<file path="config.mk">
export PLATFORM = sky130hd
export DESIGN_NAME = bma_ctrl
export DESIGN_NICKNAME = d
export VERILOG_FILES = /design/src/sv/bma_pkg.sv /design/src/sv/bma_ctrl.sv
export SDC_FILE = /design/constraint.sdc
export NUM_CORES = 1
export LEC_CHECK = 0
export CAP_MARGIN = 25
export CORE_UTILIZATION = 45
export DETAILED_ROUTE_END_ITERATION = 12
export DONT_BUFFER_PORTS = 1
export GPL_TIMING_DRIVEN = 0
export PLACE_DENSITY = 0.59
export SETUP_SLACK_MARGIN = 0.1
export SLEW_MARGIN = 10
export SYNTH_ARGS = -nofsm -noshare
export SYNTH_HDL_FRONTEND = slang
export SYNTH_SLANG_ARGS = --single-unit
</file>
<file path="constraint.sdc">
create_clock -name clk -period 2.5 [get_ports clk]
set_input_delay 0.375 -clock clk [delete_from_list [all_inputs] [get_ports clk]]
set_output_delay 0.375 -clock clk [all_outputs]
set_load 0.1 [all_outputs]
</file>
<file path="src/sv/bma_pkg.sv">
// ----------------------------------------------------------------------------
// bma_pkg
// Types and constants shared by the buddy allocator controller and datapath.
// ----------------------------------------------------------------------------
package bma_pkg;

  localparam int OFFSET_W = 30;
  localparam int HDR_W    = 8;
  localparam int LOG_W    = 5;
  localparam int STATUS_W = 2;
  localparam int ORDER_W  = 5;
  localparam int CFG_IDX_W = 2;

  localparam logic [CFG_IDX_W-1:0] REG_BLOCK_SIZE_LOG2  = 2'd0;
  localparam logic [CFG_IDX_W-1:0] REG_MEMORY_SIZE_LOG2 = 2'd1;
  localparam logic [CFG_IDX_W-1:0] REG_HEADER_BYTES     = 2'd2;

  localparam logic [LOG_W-1:0] RST_BLOCK_SIZE_LOG2  = 5'd7;
  localparam logic [LOG_W-1:0] RST_MEMORY_SIZE_LOG2 = 5'd17;
  localparam logic [HDR_W-1:0] RST_HEADER_BYTES     = 8'd16;

  localparam logic [STATUS_W-1:0] ST_OK      = 2'd0;
  localparam logic [STATUS_W-1:0] ST_NOFIT   = 2'd1;
  localparam logic [STATUS_W-1:0] ST_BADFREE = 2'd2;

  typedef enum logic [1:0] {
    RES_ALLOC   = 2'd0,
    RES_FREE    = 2'd1,
    RES_NOFIT   = 2'd2,
    RES_BADFREE = 2'd3
  } res_t;

  typedef struct packed {
    logic clr_init;
    logic clr_step;
    logic load;
    logic ord_init;
    logic ord_step;
    logic srch_init;
    logic srch_lvl;
    logic srch_next;
    logic take;
    logic split_step;
    logic grant;
    logic release_blk;
    logic sib;
    logic merge;
    logic settle;
    logic out_load;
    res_t res;
  } cmd_t;

  typedef struct packed {
    logic cfg_wr;
    logic clr_last;
    logic is_free;
    logic too_large;
    logic bad_free;
    logic ord_done;
    logic hit;
    logic lvl_end;
    logic k_top;
    logic k_ord;
    logic in_use;
    logic can_merge;
    logic out_busy;
  } sts_t;

endpackage

</file>
<file path="src/sv/bma_ctrl.sv">
// ----------------------------------------------------------------------------
// bma_ctrl
// Sequencer for the buddy allocator: clear, search, split, grant, free, merge.
// ----------------------------------------------------------------------------
module bma_ctrl (
  input  logic          clk,
  input  logic          rst,
  input  logic          s_tvalid,
  output logic          s_tready,
  input  bma_pkg::sts_t sts,
  output bma_pkg::cmd_t cmd
);

  typedef enum logic [13:0] {
    S_IDLE  = 14'b00000000000001,
    S_CLR   = 14'b00000000000010,
    S_DEC   = 14'b00000000000100,
    S_ORD   = 14'b00000000001000,
    S_SRD   = 14'b00000000010000,
    S_SCK   = 14'b00000000100000,
    S_TAKE  = 14'b00000001000000,
    S_SPLIT = 14'b00000010000000,
    S_GRANT = 14'b00000100000000,
    S_URD   = 14'b00001000000000,
    S_UCK   = 14'b00010000000000,
    S_MRD   = 14'b00100000000000,
    S_MCK   = 14'b01000000000000,
    S_FIN   = 14'b10000000000000
  } state_t;

  state_t        state, state_next;
  bma_pkg::res_t res, res_next;

  assign s_tready = (state == S_IDLE) && !sts.cfg_wr;

  always_comb begin
    cmd        = '0;
    state_next = state;
    res_next   = res;
    case (state)
      S_IDLE: begin
        if (s_tvalid && s_tready) begin
          cmd.load   = 1'b1;
          state_next = S_DEC;
        end
      end
      S_CLR: begin
        cmd.clr_step = 1'b1;
        if (sts.clr_last) state_next = S_IDLE;
      end
      S_DEC: begin
        if (sts.is_free) begin
          if (sts.bad_free) begin
            res_next   = bma_pkg::RES_BADFREE;
            state_next = S_FIN;
          end else begin
            state_next = S_URD;
          end
        end else if (sts.too_large) begin
          res_next   = bma_pkg::RES_NOFIT;
          state_next = S_FIN;
        end else begin
          cmd.ord_init = 1'b1;
          state_next   = S_ORD;
        end
      end
      S_ORD: begin
        if (sts.ord_done) begin
          cmd.srch_init = 1'b1;
          state_next    = S_SRD;
        end else begin
          cmd.ord_step = 1'b1;
        end
      end
      S_SRD: state_next = S_SCK;
      S_SCK: begin
        if (sts.hit) begin
          state_next = S_TAKE;
        end else if (sts.lvl_end) begin
          if (sts.k_top) begin
            res_next   = bma_pkg::RES_NOFIT;
            state_next = S_FIN;
          end else begin
            cmd.srch_lvl = 1'b1;
            state_next   = S_SRD;
          end
        end else begin
          cmd.srch_next = 1'b1;
          state_next    = S_SRD;
        end
      end
      S_TAKE: begin
        cmd.take   = 1'b1;
        state_next = S_SPLIT;
      end
      S_SPLIT: begin
        if (sts.k_ord) state_next = S_GRANT;
        else cmd.split_step = 1'b1;
      end
      S_GRANT: begin
        cmd.grant  = 1'b1;
        res_next   = bma_pkg::RES_ALLOC;
        state_next = S_FIN;
      end
      S_URD: state_next = S_UCK;
      S_UCK: begin
        if (!sts.in_use) begin
          res_next   = bma_pkg::RES_BADFREE;
          state_next = S_FIN;
        end else begin
          cmd.release_blk = 1'b1;
          state_next      = S_MRD;
        end
      end
      S_MRD: begin
        cmd.sib    = 1'b1;
        state_next = S_MCK;
      end
      S_MCK: begin
        if (sts.can_merge) begin
          cmd.merge  = 1'b1;
          state_next = S_MRD;
        end else begin
          cmd.settle = 1'b1;
          res_next   = bma_pkg::RES_FREE;
          state_next = S_FIN;
        end
      end
      S_FIN: begin
        if (!sts.out_busy) begin
          cmd.out_load = 1'b1;
          state_next   = S_IDLE;
        end
      end
      default: state_next = S_IDLE;
    endcase
    cmd.res = res;
    if (sts.cfg_wr) begin
      cmd          = '0;
      cmd.clr_init = 1'b1;
      state_next   = S_CLR;
    end
  end

  always_ff @(posedge clk) begin
    if (rst) begin
      state <= S_CLR;
      res   <= bma_pkg::RES_ALLOC;
    end else begin
      state <= state_next;
      res   <= res_next;
    end
  end

endmodule

</file>
==> metrics.cfg, run 1 <==
[clock_tree]
cts_buffers=3
cts_buffer_depth=2
insertion_delay_ns=0.29
cts_root_buf=clkbuf_4
cts_sinks=16
cts_tree=yes
h-tree-depth=1
clk_pin_slew_ns=0.11
cts_hold_buffers=0

[worst_setup_path]
cp_slowest_cell=nor3b_4
cp_cell_sequence=or4_4 > nor4_4 > nand2b_4 > nor3b_4
cp_top_family=simple AND/OR/NAND/NOR gates
start_kind=flop
r2r_slack_ns=0.02
critPathBufInv=0
crit_path_end_kind=output port
r2r_start=state[6]
max_stage_delay_ns=0.86
crit_required_ns=2.12
path_class=reg -> out
cp.arrival_ns=2.50
r2r_end=state[0]
cp_max_fo=3
reg2reg_depth=11

[sta]
slew_headroom_pct=29.0
hold_viol_final=0
worst_slack_ns=-0.372
fin_crit_ns=2.87
max_slew.worst_pin.slew_ns=1.06
fin_crit_sh_pct=115
clock-skew-final_ns=0.0106
slew_violations=0
setup_tns_ns=-2.56
rsz0062_at_grt=yes
setup-violations-final=13
clock.fmax_ghz=0.348
hold_ws_ns=0.133

[pwr]
p_leak_nw=0.707
power_density_nw_per_um2=267
peakVddDrop_mv=0.206
finalPower_mw=0.534

[floorplanning]
initial_core_util_pct=48.6
dieArea_um2=2960
ios=35
fp.dieH_um=54.4
core_area_um2=2540
die-width_um=54.4
fp-row-count=18

[yosys]
synth_top_area_cell=dfxtp_1
synthAdderAreaFrac_pct=0
netlist.area_leader.share_pct=25.9
synth-edff-count=0
yosysWarnings=0
syn-cell-area_um2=1240
synth_compound_area_share_pct=17.3
synth_top_family_by_area=simple AND/OR/NAND/NOR gates
synth-main-ff-cell=dfxtp_1
synthArstFlopShare_pct=0
synthSimpleGateAreaFrac_pct=48.6
synth_seq_area_share_pct=25.9
synth-xor-area-share_pct=2.13
syn_nets=173
synthMuxAreaShare_pct=0.810
synthTopCellsByArea=dfxtp_1 (26%), nor3_1 (6.1%), nand2_1 (3.9%), nand3b_1 (3.0%), nor2b_1 (3.0%)
avgSynthCellArea_um2=7.87
yosysUniqueCellTypes=47
synthCells=157
synth_seq_cells=16

[global_routing]
first_global_vias=1274
grt_overflow=0
grt_max_degree=11
grt_pass1_wl_mm=6.13
antenna_found_initial=0
grtUsageTotal_pct=29.9

[layout]
layout-drive-gt1-share_pct=53.4
fin_nets=210
final_area_um2=2000
final_common_cell=buf_4
diodes=0
layout_common_cells=buf_4 (27), buf_6 (13), nand2_1 (12)
syn2layout_area_growth_pct=61.6

[worst_hold_path]
whs_path_depth=1
hold_class=in -> reg
whs_endpoint=res[0]
worstHoldStart=rst

[routing]
drt_wl_total_mm=4.24
post-route-drc-count=0
firstDrtPassIters=4
met2_length_mm=2.03
wl_met3_um=345
num_vias=1443
wl_per_cell_um=19.0
top_layer_used=met4
antenna_left=0
m1WireLength_mm=1.79
drt-initial-drc-count=57
avgViaCountPerCell=6.47

[placed_design]
dp_slack_ns=-0.362
gp_congestion=0.884
port_buffers=0
dpl.hpwl_mm=2.61
dpl-instance-area_um2=1470

[run_status]
status=finished with violations
violations=setup timing

[run]
drv_cap=0

==> registers in the layout (all words and copies together) (netlist names) <==
name,flops
state,14
res,2
==> Yosys cell counts (2+ instances only) <==
cell type	n
a2111oi_0	3
a21oi_1	3
and3b_1	2
and4b_1	2
clkbuf_1	8
dfxtp_1	16
inv_1	2
nand2_1	13
nand2b_1	4
nand3_1	4
nand3b_1	5
nand4_1	3
nor2_1	9
nor2b_1	6
nor3_1	15
nor3b_1	5
nor4_1	5
nor4_2	3
nor4b_1	2
nor4bb_1	2
o211ai_1	2
o21a_1	3
o21ai_0	5
o32a_1	2
or3_1	4
or4_1	5
or4_4	2
xnor2_1	3
==> report_power, final <==
part | switching [mW] | internal (mW)
logic | 0.0582 | 0.0419
clock network | 0.0897 | 0.0887
registers | 0.00348 | 0.252
total | 0.151 | 0.383
==> routing by layer <==
layer	track usage, %	up-vias
li1	-	688
met1	39.4	682
met2	49.2	67
met3	3.89	6
met4	11.5	0
met5	0	-
==> worst max path at each step <==
stage | startpoint | endpoint | slack, ns | cells past startpoint
6_report | state[1] | cmd[3] | -0.37 | 4
5_1_grt | state[1] | cmd[3] | -0.44 | 4
4_1_cts | state[2] | cmd[3] | -0.40 | 4
3_5_place_dp | state[6] | cmd[12] | -0.36 | 5
3_3_place_gp | state[0] | cmd[6] | -0.44 | 5
2_1_floorplan | state[5] | cmd[6] | -0.31 | 5
==> final cells by class <==
cell class	count	area [um^2]
clock buffers	4	36.3
well taps	30	37.5
repair buffers	40	364
fillers	168	547
flip-flops and latches	16	347
multi-input cells	127	1170
plain buffers	4	33.8
inverters	2	7.51
==> logic make-up after synthesis <==
family                 Yosys count
flip-flops                      16
AO/OA/AOI/OAI                   27
buffers and inverters           14
multiplexers                     1
XOR/XNOR                         3
AND/OR/NAND/NOR                 96
==> per-stage QoR <==
stage	std cells	utilization, %
after floorplan	157	-
after global placement	187	56.3
after detailed placement	189	57.7
after CTS	211	71.6
after global routing	223	78.5
final	223	78.5
==> timing repair <==
action                                  in CTS  in global routing
endpoints found under the setup margin      16                 22
setup buffers                               26                 14
gates resized for setup                     41                 19
cloned                                       0                  0
pin swaps                                   23                 22
Note: power is estimated with default switching activity, not from simulation.
==> inputs of run 2 (changes only) <==
==> constraint.sdc (replaced) <==
create_clock -name clk -period 2.5 [get_ports clk]
set_input_delay 0.5 -clock clk [delete_from_list [all_inputs] [get_ports clk]]
set_output_delay 0.5 -clock clk [all_outputs]
set_load 0.1 [all_outputs]
==> run 2 against run 1 <==
The flow still finishes with violations (setup timing). Non-clock buffer count up 1. Hold slack better by 0.12 ns. Clock power up 6%. Register-to-register slack better by 0.16 ns. Final area down 1.4%. First-iteration DRC count down 18%. Critical path depth up 1. Sequential power about the same. Cell count up 0.45%. Core utilization down 1.1 points. Via count up 0.35%. Largest power group unchanged.
==> metrics.cfg, run 2 (synthesis gave the netlist of run 1 again) <==
[run_status]
status=finished with violations
violations=setup timing

[routing]
num_vias=1448  ; +0.35%
wl_per_cell_um=18.8  ; -1.1%
drt_wl_total_mm=4.21  ; -0.68%
avgViaCountPerCell=6.46  ; -0.10%
post-route-drc-count=0  ; unchanged
firstDrtPassIters=4  ; unchanged
antenna_left=0  ; unchanged
drt-initial-drc-count=47  ; -18%

[clock_tree]
cts_buffers=3  ; unchanged
cts_sinks=16  ; unchanged
h-tree-depth=1  ; unchanged
insertion_delay_ns=0.30  ; about the same
clk_pin_slew_ns=0.12  ; about the same
cts_buffer_depth=2  ; unchanged
cts_root_buf=clkbuf_4
cts_tree=yes

[sta]
max_slew.worst_pin.slew_ns=1.09  ; +0.0282 ns
setup-violations-final=15  ; +2
fin_crit_sh_pct=124  ; +9.3 points
clock-skew-final_ns=0.00604  ; -0.00453 ns
slew_headroom_pct=27.2  ; -1.8 points
fin_crit_ns=3.10  ; +0.232 ns
rsz0062_at_grt=yes
hold_viol_final=0  ; unchanged
slew_violations=0  ; unchanged
worst_slack_ns=-0.603  ; -0.232 ns
clock.fmax_ghz=0.322  ; -7.5%

[placed_design]
port_buffers=0  ; unchanged
gp_congestion=0.838  ; -5.2%
dp_slack_ns=-0.457  ; -0.0949 ns
dpl.hpwl_mm=2.52  ; -3.5%

[floorplanning]
fp-row-count=18  ; unchanged
fp.dieH_um=54.4  ; unchanged
core_area_um2=2540  ; unchanged
initial_core_util_pct=48.6  ; unchanged
die-width_um=54.4  ; unchanged
ios=35  ; unchanged
dieArea_um2=2960  ; unchanged

[worst_setup_path]
crit_path_end_kind=output port
path_class=reg -> out
critPathBufInv=1  ; +1
cp_cell_sequence=buf_6 > or4_4 > nor4_4 > nand2b_4 > nor3b_4
start_kind=flop
crit_required_ns=2.00  ; -0.12 ns
cp_slowest_cell=nor3b_4
cp.arrival_ns=2.60  ; +0.10 ns
cp_top_family=simple AND/OR/NAND/NOR gates
max_stage_delay_ns=0.86  ; about the same
cp_max_fo=4  ; +1

[run]
drv_cap=0  ; unchanged

[global_routing]
first_global_vias=1398  ; +9.7%
antenna_found_initial=0  ; unchanged
met1_usage_pct=38.9  ; -0.53 points
grt_max_degree=11  ; unchanged
top_usage_layer=met2
grtUsageTotal_pct=30.8  ; +0.87 points
grtUsageMet2_pct=52.0  ; +2.8 points
grt_pass1_wl_mm=6.51  ; +6.1%
grt_overflow=0  ; unchanged
use_met3_pct=5.28  ; +1.4 points

[layout]
largest_register_ffs=14  ; unchanged
layout-drive-gt1-share_pct=52.1  ; -1.3 points
fillers=182  ; +8.3%
syn2layout_area_growth_pct=59.4
top_register=state
diodes=0  ; unchanged
reg.largest.list=state (14), res (2)
layout_common_cells=buf_4 (33), nand2_1 (13), nor3_1 (9)
fin_nets=211  ; +0.48%
final_common_cell=buf_4

[pwr]
finalPower_mw=0.552  ; +3.3%
p_leak_nw=0.689  ; -2.6%
power_density_nw_per_um2=280  ; +4.8%
peakVddDrop_mv=0.283  ; +38%

[worst_hold_path]
hold_class=in -> reg

run 2: layout make-up:
type / count / area, um^2 / share of cell area (%)
Multi-Input combinational cell: 127 / 1170 / 59.2
Tap cell: 30 / 37.5 / 1.90
Sequential cell: 16 / 338 / 17.1
Timing Repair Buffer: 39 / 330 / 16.8
Clock buffer: 4 / 36.3 / 1.84
Buffer: 6 / 55.1 / 2.79
Inverter: 2 / 7.51 / 0.381
run 2: path summary, 6_finish.rpt:
check        startpoint  endpoint  slack [ns]  cells after the start
max            state[6]    cmd[3]       -0.60                      5
max reg2reg    state[6]  state[4]        0.18                      7
min reg2reg      res[0]    res[0]        0.48                      2
min                 rst    res[0]        0.25                      1
run 2: stage by stage:
step	std cells	util, %	cell area, um^2	hold slack [ns]	TNS, ns
6_report	224	77.4	1970	0.249	-5.07
3_3_place_gp	187	57.4	1460	0.451	-3.78
5_1_grt	224	77.4	1970	0.248	-6.29
4_1_cts	212	72.2	1840	0.244	-5.71
2_1_floorplan	157	-	1420	0.433	-2.03
3_5_place_dp	189	58.6	1490	0.456	-2.89
run 2: report_power, final:
group | switching, mW | internal (mW)
Sequential | 0.00306 | 0.255
Combinational | 0.0617 | 0.0446
Clock | 0.0988 | 0.0887
run 2: per-layer routing:
layer / wire length [um] / vias to the layer above
li1: - / 681
met4: 84 / 0
met5: 0 / -
met1: 1840 / 704
met2: 2010 / 55
met3: 268 / 8
run 2: what timing repair did:
action,in CTS,in global routing
buffers inserted,24,16
pin swaps,16,15
endpoints found under the setup margin,16,19
hold buffers,0,0
gates resized for setup,35,19
run 2: worst reg2reg max path, delay by kind of cell, from the launching register on:
family                 cells  cell delay, ns
and+or+nand+nor            3            1.15
DFF                        1            0.34
AOI/OAI and AO/OA          2            0.46
buffers and inverters      2            0.30
==> inputs of run 3 (changes only) <==
==> constraint.sdc (replaced) <==
create_clock -name clk -period 2.5 [get_ports clk]
set_input_delay 0.125 -clock clk [delete_from_list [all_inputs] [get_ports clk]]
set_output_delay 0.125 -clock clk [all_outputs]
set_load 0.1 [all_outputs]
==> run 3 against run 2 <==
The run still ends with setup timing left. Core utilization decreased by 1.4 points. Hold slack lost 0.25 ns. Clock power barely moved. Critical endpoint unchanged.
==> metrics.cfg, run 3 (synthesis gave the netlist of run 1 again) <==
[worst_setup_path]
max_stage_delay_ns=0.87  ; about the same
r2r_end=state[0]
crit_required_ns=2.38  ; +0.38 ns
crit_path_end_kind=output port
path_class=reg -> out
cp.arrival_ns=2.56  ; -0.04 ns
reg2reg_depth=8  ; +1
start_kind=flop
cp_slowest_cell=nor3b_4
critPathBufInv=0  ; -1
cp_top_family=simple AND/OR/NAND/NOR gates
cp_cell_sequence=or4_4 > nor4_4 > nand2b_4 > nor3b_4
r2r_start=state[6]
r2r_slack_ns=0.11  ; -0.07 ns
cp_max_fo=6  ; +2
crit_start=state[0]

[sta]
clock-skew-final_ns=0.00444  ; -0.00160 ns
max_slew.worst_pin.slew_ns=1.06  ; -0.0312 ns
hold_viol_final=0  ; unchanged
clock.fmax_ghz=0.373  ; +16%
slew_violations=0  ; unchanged
slew_headroom_pct=29.2  ; +2.0 points
hold_ws_ns=0.000630  ; -0.249 ns
fin_crit_ns=2.68  ; -0.422 ns
setup-violations-final=5  ; -10
setup_tns_ns=-0.553  ; +4.52 ns
rsz0062_at_grt=yes
fin_crit_sh_pct=107  ; -17 points
worst_slack_ns=-0.181  ; +0.422 ns

[layout]
fin_nets=204  ; -3.3%
fillers=193  ; +6.0%
diodes=0  ; unchanged
top_register=state
final_common_cell=buf_4
reg.largest.list=state (14), res (2)
layout_common_cells=buf_4 (22), nand2_1 (13), nor3_1 (9)
layout-drive-gt1-share_pct=47.1  ; -5.0 points
syn2layout_area_growth_pct=56.5
seqCellArea_um2=342  ; +1.1%
multi_input_area_um2=1160  ; -0.11%
final_area_um2=1930  ; -1.8%
largest_register_ffs=14  ; unchanged

[pwr]
peakVddDrop_mv=0.259  ; -8.5%
p_leak_nw=0.659  ; -4.3%
power_density_nw_per_um2=282  ; +0.81%

[global_routing]
grt_max_degree=11  ; unchanged
grt_overflow=0  ; unchanged
antenna_found_initial=0  ; unchanged
grt_pass1_wl_mm=6.23  ; -4.2%
first_global_vias=1313  ; -6.1%
grtUsageTotal_pct=29.9  ; -0.91 points

[worst_hold_path]
worstHoldStart=sts[6]
whs_path_depth=3  ; +2
hold_class=in -> reg
whs_endpoint=state[4]

[floorplanning]
core_area_um2=2540  ; unchanged
dieArea_um2=2960  ; unchanged
fp-row-count=18  ; unchanged
die-width_um=54.4  ; unchanged
fp.dieH_um=54.4  ; unchanged
initial_core_util_pct=48.6  ; unchanged
ios=35  ; unchanged

[run_status]
status=finished with violations
violations=setup timing

[clock_tree]
cts_buffer_depth=2  ; unchanged
cts_tree=yes
clk_pin_slew_ns=0.11  ; about the same
insertion_delay_ns=0.30  ; about the same
cts_root_buf=clkbuf_4
cts_sinks=16  ; unchanged
h-tree-depth=1  ; unchanged
cts_buffers=3  ; unchanged

[routing]
post-route-drc-count=0  ; unchanged
drt-initial-drc-count=56  ; +19%
firstDrtPassIters=4  ; unchanged
avgViaCountPerCell=6.52  ; +0.80%
num_vias=1414  ; -2.3%
antenna_left=0  ; unchanged
wl_per_cell_um=18.8  ; about the same
drt_wl_total_mm=4.08  ; -3.1%

[run]
drv_cap=0  ; unchanged

[placed_design]
dpl-instance-area_um2=1470  ; -1.5%
gp_congestion=0.851  ; +1.5%
dpl.hpwl_mm=2.54  ; +0.86%
port_buffers=0  ; unchanged

[run 3: cell count changes in the layout (fill, tap and decap cells not counted), moves of 2 or more]
| cell | before | now |
|---|---|---|
| buf_6 | 8 | 6 |
| nor2b_4 | 5 | 3 |
| dlygate4sd3_1 | 0 | 6 |
| nor2b_2 | 0 | 2 |
| buf_4 | 33 | 22 |
| dfxtp_2 | 8 | 5 |
| dfxtp_4 | 2 | 4 |
[run 3: worst max-delay path by stage]
stage          endpoint  cells after the start
3_3_place_gp     cmd[6]                      5
5_1_grt          cmd[3]                      4
4_1_cts          cmd[3]                      5
6_report         cmd[3]                      4
2_1_floorplan    cmd[6]                      5
3_5_place_dp    cmd[10]                      5
[run 3: stage by stage]
| step | power [mW] | std cells | setup slack [ns] | utilization, % |
|---|---|---|---|---|
| 2_1_floorplan | 0.324 | 157 | -0.158 | - |
| 3_3_place_gp | 0.332 | 187 | -0.277 | 56.3 |
| 3_5_place_dp | 0.333 | 189 | -0.164 | 57.7 |
| 4_1_cts | 0.540 | 212 | -0.209 | 71.6 |
| 5_1_grt | 0.562 | 217 | -0.250 | 76.0 |
| 6_report | 0.546 | 217 | -0.181 | 76.0 |
[run 3: cell type report]
type                       instances  share of cell area [%]
multi-input combinational        127                    60.2
timing repair buffer              34                    16.2
buffer                             4                    1.75
clock buffer                       4                    1.88
tap                               30                    1.94
sequential                        16                    17.7
inverter                           2                   0.388
[run 3: routing by layer]
layer,up-vias,track usage (%),share of wire (%)
li1,671,-,-
met1,665,38.8,44
met2,69,49.6,47
met3,9,5.28,8.2
met4,0,9.83,1.3
met5,-,0,0
[run 3: worst min-delay path, delay by kind of cell]
kind	cells	cell delay (ns)
AO/OA/AOI/OAI	1	0.06
AND/OR/NAND/NOR	2	0.09
[run 3: power breakdown]
part           switching (mW)  total, mW  internal [mW]
clock network          0.0981      0.187         0.0889
logic                  0.0611      0.104         0.0429
registers             0.00227      0.255          0.253
total                   0.162      0.546          0.385
[run 3: what timing repair did]
| action | CTS | global route |
|---|---|---|
| setup buffers | 20 | 8 |
| endpoints found under the setup margin | 15 | 19 |
| pin swaps | 17 | 24 |
| gates resized for setup | 31 | 22 |
| hold buffers | 6 | 0 |
| endpoints found under the hold margin | 6 | 0 |
